`src/rtl/core/psdc_pkg.sv`:
```
// Shared constants, types and helper functions for the port-mapped sector disk controller.
// Used by the memory modules and the top level; depends on nothing else.
`default_nettype none

package psdc_pkg;

    localparam int DRIVES        = 4;
    localparam int DRV_W         = 2;
    localparam int SECTOR_BYTES  = 128;
    localparam int BYTE_W        = 7;
    localparam int IMAGE_SECTORS = 2048;
    localparam int SEC_W         = 11;
    localparam int LIMIT_W       = 12;
    localparam int IDX_W         = 8;
    localparam int LIN_W         = 17;

    localparam int STORE_AW      = DRV_W + SEC_W + BYTE_W;
    localparam int BUF_AW        = DRV_W + BYTE_W;
    localparam int TAG_BIT_W     = 5;
    localparam int TAG_ROW_BITS  = 1 << TAG_BIT_W;
    localparam int TAG_AW        = DRV_W + SEC_W - TAG_BIT_W;
    localparam int CLR_W         = BUF_AW;

    localparam int CFG_IDX_W     = 3;
    localparam int CFG_DATA_W    = 12;
    localparam int READY_W       = 3;

    localparam logic [CFG_IDX_W-1:0] REG_SPT        = 3'd0;
    localparam logic [CFG_IDX_W-1:0] REG_IMG0       = 3'd1;
    localparam logic [CFG_IDX_W-1:0] REG_IMG1       = 3'd2;
    localparam logic [CFG_IDX_W-1:0] REG_IMG2       = 3'd3;
    localparam logic [CFG_IDX_W-1:0] REG_IMG3       = 3'd4;
    localparam logic [CFG_IDX_W-1:0] REG_SELECT     = 3'd5;

    localparam logic [7:0] SPT_RESET      = 8'd26;
    localparam logic [7:0] SELECT_RESET   = 8'd227;

    localparam logic [7:0] PORT_DATA      = 8'hE0;
    localparam logic [7:0] PORT_TRACK     = 8'hE1;
    localparam logic [7:0] PORT_SECTOR    = 8'hE2;

    localparam logic       ACC_WRITE      = 1'b0;
    localparam logic       ACC_READ       = 1'b1;

    localparam logic [7:0] DCMD_LOAD      = 8'h00;
    localparam logic [7:0] DCMD_SAVE      = 8'h01;
    localparam logic [7:0] NOT_READY_BYTE = 8'hFF;

    localparam logic [IDX_W-1:0]   SECTOR_BYTES_I = IDX_W'(SECTOR_BYTES);
    localparam logic [7:0]         DRIVES_B       = 8'(DRIVES);
    localparam logic [LIMIT_W-1:0] IMAGE_LIMIT    = LIMIT_W'(IMAGE_SECTORS);

    typedef enum logic [1:0] {
        MODE_IDLE  = 2'd0,
        MODE_READ  = 2'd1,
        MODE_WRITE = 2'd2
    } t_mode;

    typedef struct packed {
        logic                rd_en;
        logic                wr_en;
        logic [STORE_AW-1:0] addr;
        logic [7:0]          wdata;
    } t_store_req;

    typedef struct packed {
        logic                    rd_en;
        logic                    wr_en;
        logic [TAG_AW-1:0]       row;
        logic [TAG_ROW_BITS-1:0] wdata;
    } t_tag_req;

    typedef struct packed {
        logic              rd_en;
        logic              wr_en;
        logic [BUF_AW-1:0] addr;
        logic [7:0]        wdata;
    } t_buf_req;

    function automatic logic [LIMIT_W-1:0] limit_of(input logic [LIMIT_W-1:0] size);
        return (size > IMAGE_LIMIT) ? IMAGE_LIMIT : size;
    endfunction

endpackage

`default_nettype wire

```
`src/rtl/core/psdc_buf_mem.sv`:
```
// Sector buffer memory: one 128-byte buffer per drive, one port with a shared address for writes and registered reads.
// Depends on psdc_pkg.
`default_nettype none

module psdc_buf_mem (
    input  wire logic                i_clk,
    input  wire psdc_pkg::t_buf_req  i_req,
    output logic [7:0]               o_rdata
);

    logic [7:0] r_mem [2**psdc_pkg::BUF_AW];
    logic [7:0] r_q;

    always_ff @(posedge i_clk) begin
        if (i_req.wr_en) begin
            r_mem[i_req.addr] <= i_req.wdata;
        end
        if (i_req.rd_en) begin
            r_q <= r_mem[i_req.addr];
        end
    end

    assign o_rdata = r_q;

endmodule

`default_nettype wire

```
`config.mk`:
```
export PLATFORM = sky130hd
export DESIGN_NAME = psdc_buf_mem
export DESIGN_NICKNAME = d
export VERILOG_FILES = /design/src/rtl/core/psdc_pkg.sv /design/src/rtl/core/psdc_buf_mem.sv
export SDC_FILE = /design/constraint.sdc
export NUM_CORES = 2
export LEC_CHECK = 0
export BUFFER_PORTS_ARGS = -buffer_cell sky130_fd_sc_hd__buf_4
export CAP_MARGIN = 40
export CORE_AREA = 2 2 625 627
export CTS_BUF_LIST = sky130_fd_sc_hd__clkbuf_16
export DETAILED_ROUTE_END_ITERATION = 8
export DIE_AREA = 0 0 627 629
export PLACE_DENSITY = 0.54
export SYNTH_ARGS = -nofsm -noshare
export SYNTH_HDL_FRONTEND = slang
export SYNTH_SLANG_ARGS = --single-unit
```
`constraint.sdc`:
```
create_clock -name i_clk -period 8.8 [get_ports i_clk]
set_input_delay 1.76 -clock i_clk [delete_from_list [all_inputs] [get_ports i_clk]]
set_output_delay 1.76 -clock i_clk [all_outputs]
set_load 0.02 [all_outputs]
```
Word level (Yosys, flattened, before mapping) --
Memories as Yosys holds them, arrays and structs flattened. A register that Yosys moved wholly into a read port is not among the register bits. Index checks and enable logic that the tools add are counted.
Word-level totals: ROM bits 0, memory bits (writable) 4096, memories kept 1, output and inout port bits 8, register bits 0, latch bits 0, bits of input ports 20
Cells by class: $add $sub $neg 0, divide/modulo/power cells 0, shifts and indexed selects 0, eq/ne operators 0, multipliers 0, mux-type cells 2, bitwise gates (word level) 0, reduce and logical (&&, ||, !) cells 0, magnitude comparators 0
Memories:
- r_mem | depth 512, bits a word 8, read ports 1, clocked after Yosys merged registers in 1, wr ports 1, RTL line psdc_buf_mem.sv:11 | logic [7:0] r_mem [2**psdc_pkg::BUF_AW];
Operator list (number):
- $mux 1 | 2

Longest topological paths before layout --
depth in word-level cells 2, depth in mapped cells 13, depth with buffers taken out 7

Worst setup path before layout --
Ideal clock, no wire load.
path kind input-to-reg, from in i_req[8] (netlist name), to mem r_mem[463][0] (enable), library setup time 370 ps, stages on the path 10, buffers on the path 8, arrival 3838 ps, setup slack 4591 ps, cell sequence buf_6 -> buf_12 -> buf_6 -> buf_6 -> buf_4 -> buf_2 -> buf_2 -> nand4_1 -> clkbuf_1 -> nor2_1
RTL lines:
- start: declaration | RTL line psdc_buf_mem.sv:7 | input wire psdc_pkg::t_buf_req i_req,
- end: declaration | RTL line psdc_buf_mem.sv:11
Straight into the memory's write port.

Worst setup path in the final report --
from in i_req[10] (netlist name), to mem r_mem[142][5] (enable)
Straight into the memory's write port.

==> out/qor.yml <==
insertion_delay_ns: 0.99
fp-row-count: 229
ys_warn_count: 0
ir_drop_mv: 0.166
wire_per_inst_um: 34.8
power_density_nw_per_um2: 230
h-tree-depth: 5
tightest_slew_ns: 1.10
regArea_um2: 123000
fin_ws_ns: 3.06
cts_tree: "built"
drt-initial-drc-count: 10500
cts_hold_buf: 0
clock_path_buffers: 4
place_congestion: 0.894
placeableCoreArea_um2: 388000
cts_sinks: 4104
maxSlewViolCount: 0
grt_pass1_wl_mm: 646
synthTopCellsByArea: "edfxtp_1 (78%), mux4_2 (12%), mux2i_1 (2.7%), nor2_1 (1.3%), a22oi_1 (0.85%)"
syn_area_per_cell_um2: 20.9
antenna_left: 0
num_io_pins: 28
power_leakage_uw: 0.0561
fillers: 32000
ys_async_sr_fraction_pct: 0
vias_per_cell: 6.03
fin_crit_sh_pct: 65.2
drv_cap: 0
yosys_register_bits: 4104
hold_violations: 0
cp_data_arrival_time_ns: 6.34
hold_path.class: "flop to flop"
critPathKind: "input pin to flop"
pre_cts_ws_ns: 2.22
first_pass_iters: 8
worst_setup_path_start_kind: "input pin"
fin_tns_setup_ns: 0
holdWs_ns: 0.982
cts_buffers: 419
dp_hpwl_mm: 289
syn_area_um2: 158000
grt-ovfl-total: 0
start_util_pct: 40.9
die_h_um: 629
setup_viol: 0
relSlewSlack_pct: 26.9
antenna_found_initial: 24
synth-edff-count: 4104
max_freq_mhz: 174
synth_largest_area_cell: "edfxtp_1"
drc_errors: 0
cts.repair.resized: 0
min_period_ns: 5.74
syn_inst: 7575
portBuffers: 27
grt_pass1_vias: 80000
track_usage_pct: 23.2
fin_util_pct: 46.4
synth-main-ff-cell: "edfxtp_1"
endpoint_kind: "flop"
fin_nets: 7876
finalWirelength_mm: 466
cts_setup_buffers: 0
final.setup_skew_ns: 0.0492
multi_input_area_um2: 33000
syn_to_final_growth_pct: 13.5
clk_pin_slew_worst_paths_ns: 0.07
syn_nets: 7595
synthDistinctLibCells: 66
cts_root_buffer: "clkbuf_16"
synth_top_area_share_pct: 77.8
required_ns: 9.40
critical_path.max_fanout: 34
grt_max_degree: 172
status: "finished, final reports clean"
seq_area_frac_synth_pct: 77.8
rsz0062_at_grt: "false"
num_vias: 80800
die_x_um: 627
die-area_um2: 394000
drive_gt1_share_pct: 22.3
-- worst max-delay path, cell delays in order --
cell	delay (ns)
buf_4	0.60
buf_4	0.56
and2_2	0.72
buf_4	0.46
nand3_4	0.73
buf_4	0.56
nor2_1	0.68
-- final timing paths --
| check | start | end | slack [ns] | cells past startpoint |
|---|---|---|---|---|
| worst max register to register | r_mem[125][0]$_DFFE_PP_ | o_rdata[0]$_DFFE_PP_ | 5.27 | 8 |
| worst min-delay path | r_mem[19][2]$_DFFE_PP_ | o_rdata[2]$_DFFE_PP_ | 0.98 | 5 |
| worst min register to register | r_mem[19][2]$_DFFE_PP_ | o_rdata[2]$_DFFE_PP_ | 0.98 | 5 |
| worst max-delay path | i_req[10] | r_mem[142][5]$_DFFE_PP_ | 3.06 | 7 |
-- per-stage QoR --
step | total power [µW] | cell area [µm²] | std cells
after floorplan | 22900 | 158000 | 7575
after global placement | 23800 | 165000 | 12500
after detailed placement | 23800 | 166000 | 12600
after CTS | 41600 | 180000 | 13400
after global routing | 42400 | 180000 | 13400
final | 41400 | 180000 | 13400
-- synthesized netlist by cell type, drive strengths merged, types with 25 or more instances --
library cell,n
edfxtp,4104
mux4,816
nor2,548
mux2i,434
buf,286
clkbuf,197
a22oi,181
nand2,130
o22ai,118
a221oi,92
a21oi,77
a31oi,76
a22o,47
nand3,47
nand4,47
o21ai,45
nor4,38
a211oi,36
a32oi,26
and3,25
nor2b,25
-- power by group --
group | total [µW] | switching [µW] | internal (µW)
Combinational | 1870 | 1290 | 581
Sequential | 21600 | 19.0 | 21500
Clock | 18000 | 7540 | 10400
-- registers in the layout, summed over array words and instances (netlist names) --
register / flops
o_rdata: 8
r_mem: 4096
-- cells in the final DEF (no fill, tap or decap), types with 36 or more instances in the layout --
master	instances
nand2_1	124
edfxtp_1	4104
clkinv_2	84
o22ai_1	118
bufinv_16	54
nand4_1	47
mux4_2	816
o21ai_0	45
nor2_1	539
a31oi_1	75
mux2i_1	434
inv_1	72
a22oi_1	180
nand3_1	39
buf_4	251
buf_12	40
a211oi_1	36
clkinv_1	91
clkbuf_16	430
a221oi_1	91
a22o_1	47
nor4_1	37
a21oi_1	77
-- cell type report --
class	count	share of cell area (%)
multi-input cells	2984	18.3
inverters	4	0.0111
well taps	5197	3.61
repair buffers	343	1.86
diodes	12	0.0167
flip-flops and latches	4104	68.5
clock inverters	326	1.68
clock buffers	430	5.98
-- per-layer routing --
layer	GRT usage (%)	up-vias	share of wire, %
li1	-	32400	-
met4	7.47	6	3.5
met2	36.0	3911	47
met5	0	-	0.010
met3	4.24	715	8.3
met1	33.4	43800	42
-- cells by family after synthesis --
group	share of synthesized area, %
AO/OA/AOI/OAI	3.42
buffers and inverters	1.59
AND/OR/NAND/NOR	2.73
flip-flops	77.8
multiplexers	14.5
(Power assumes the default switching activity.)
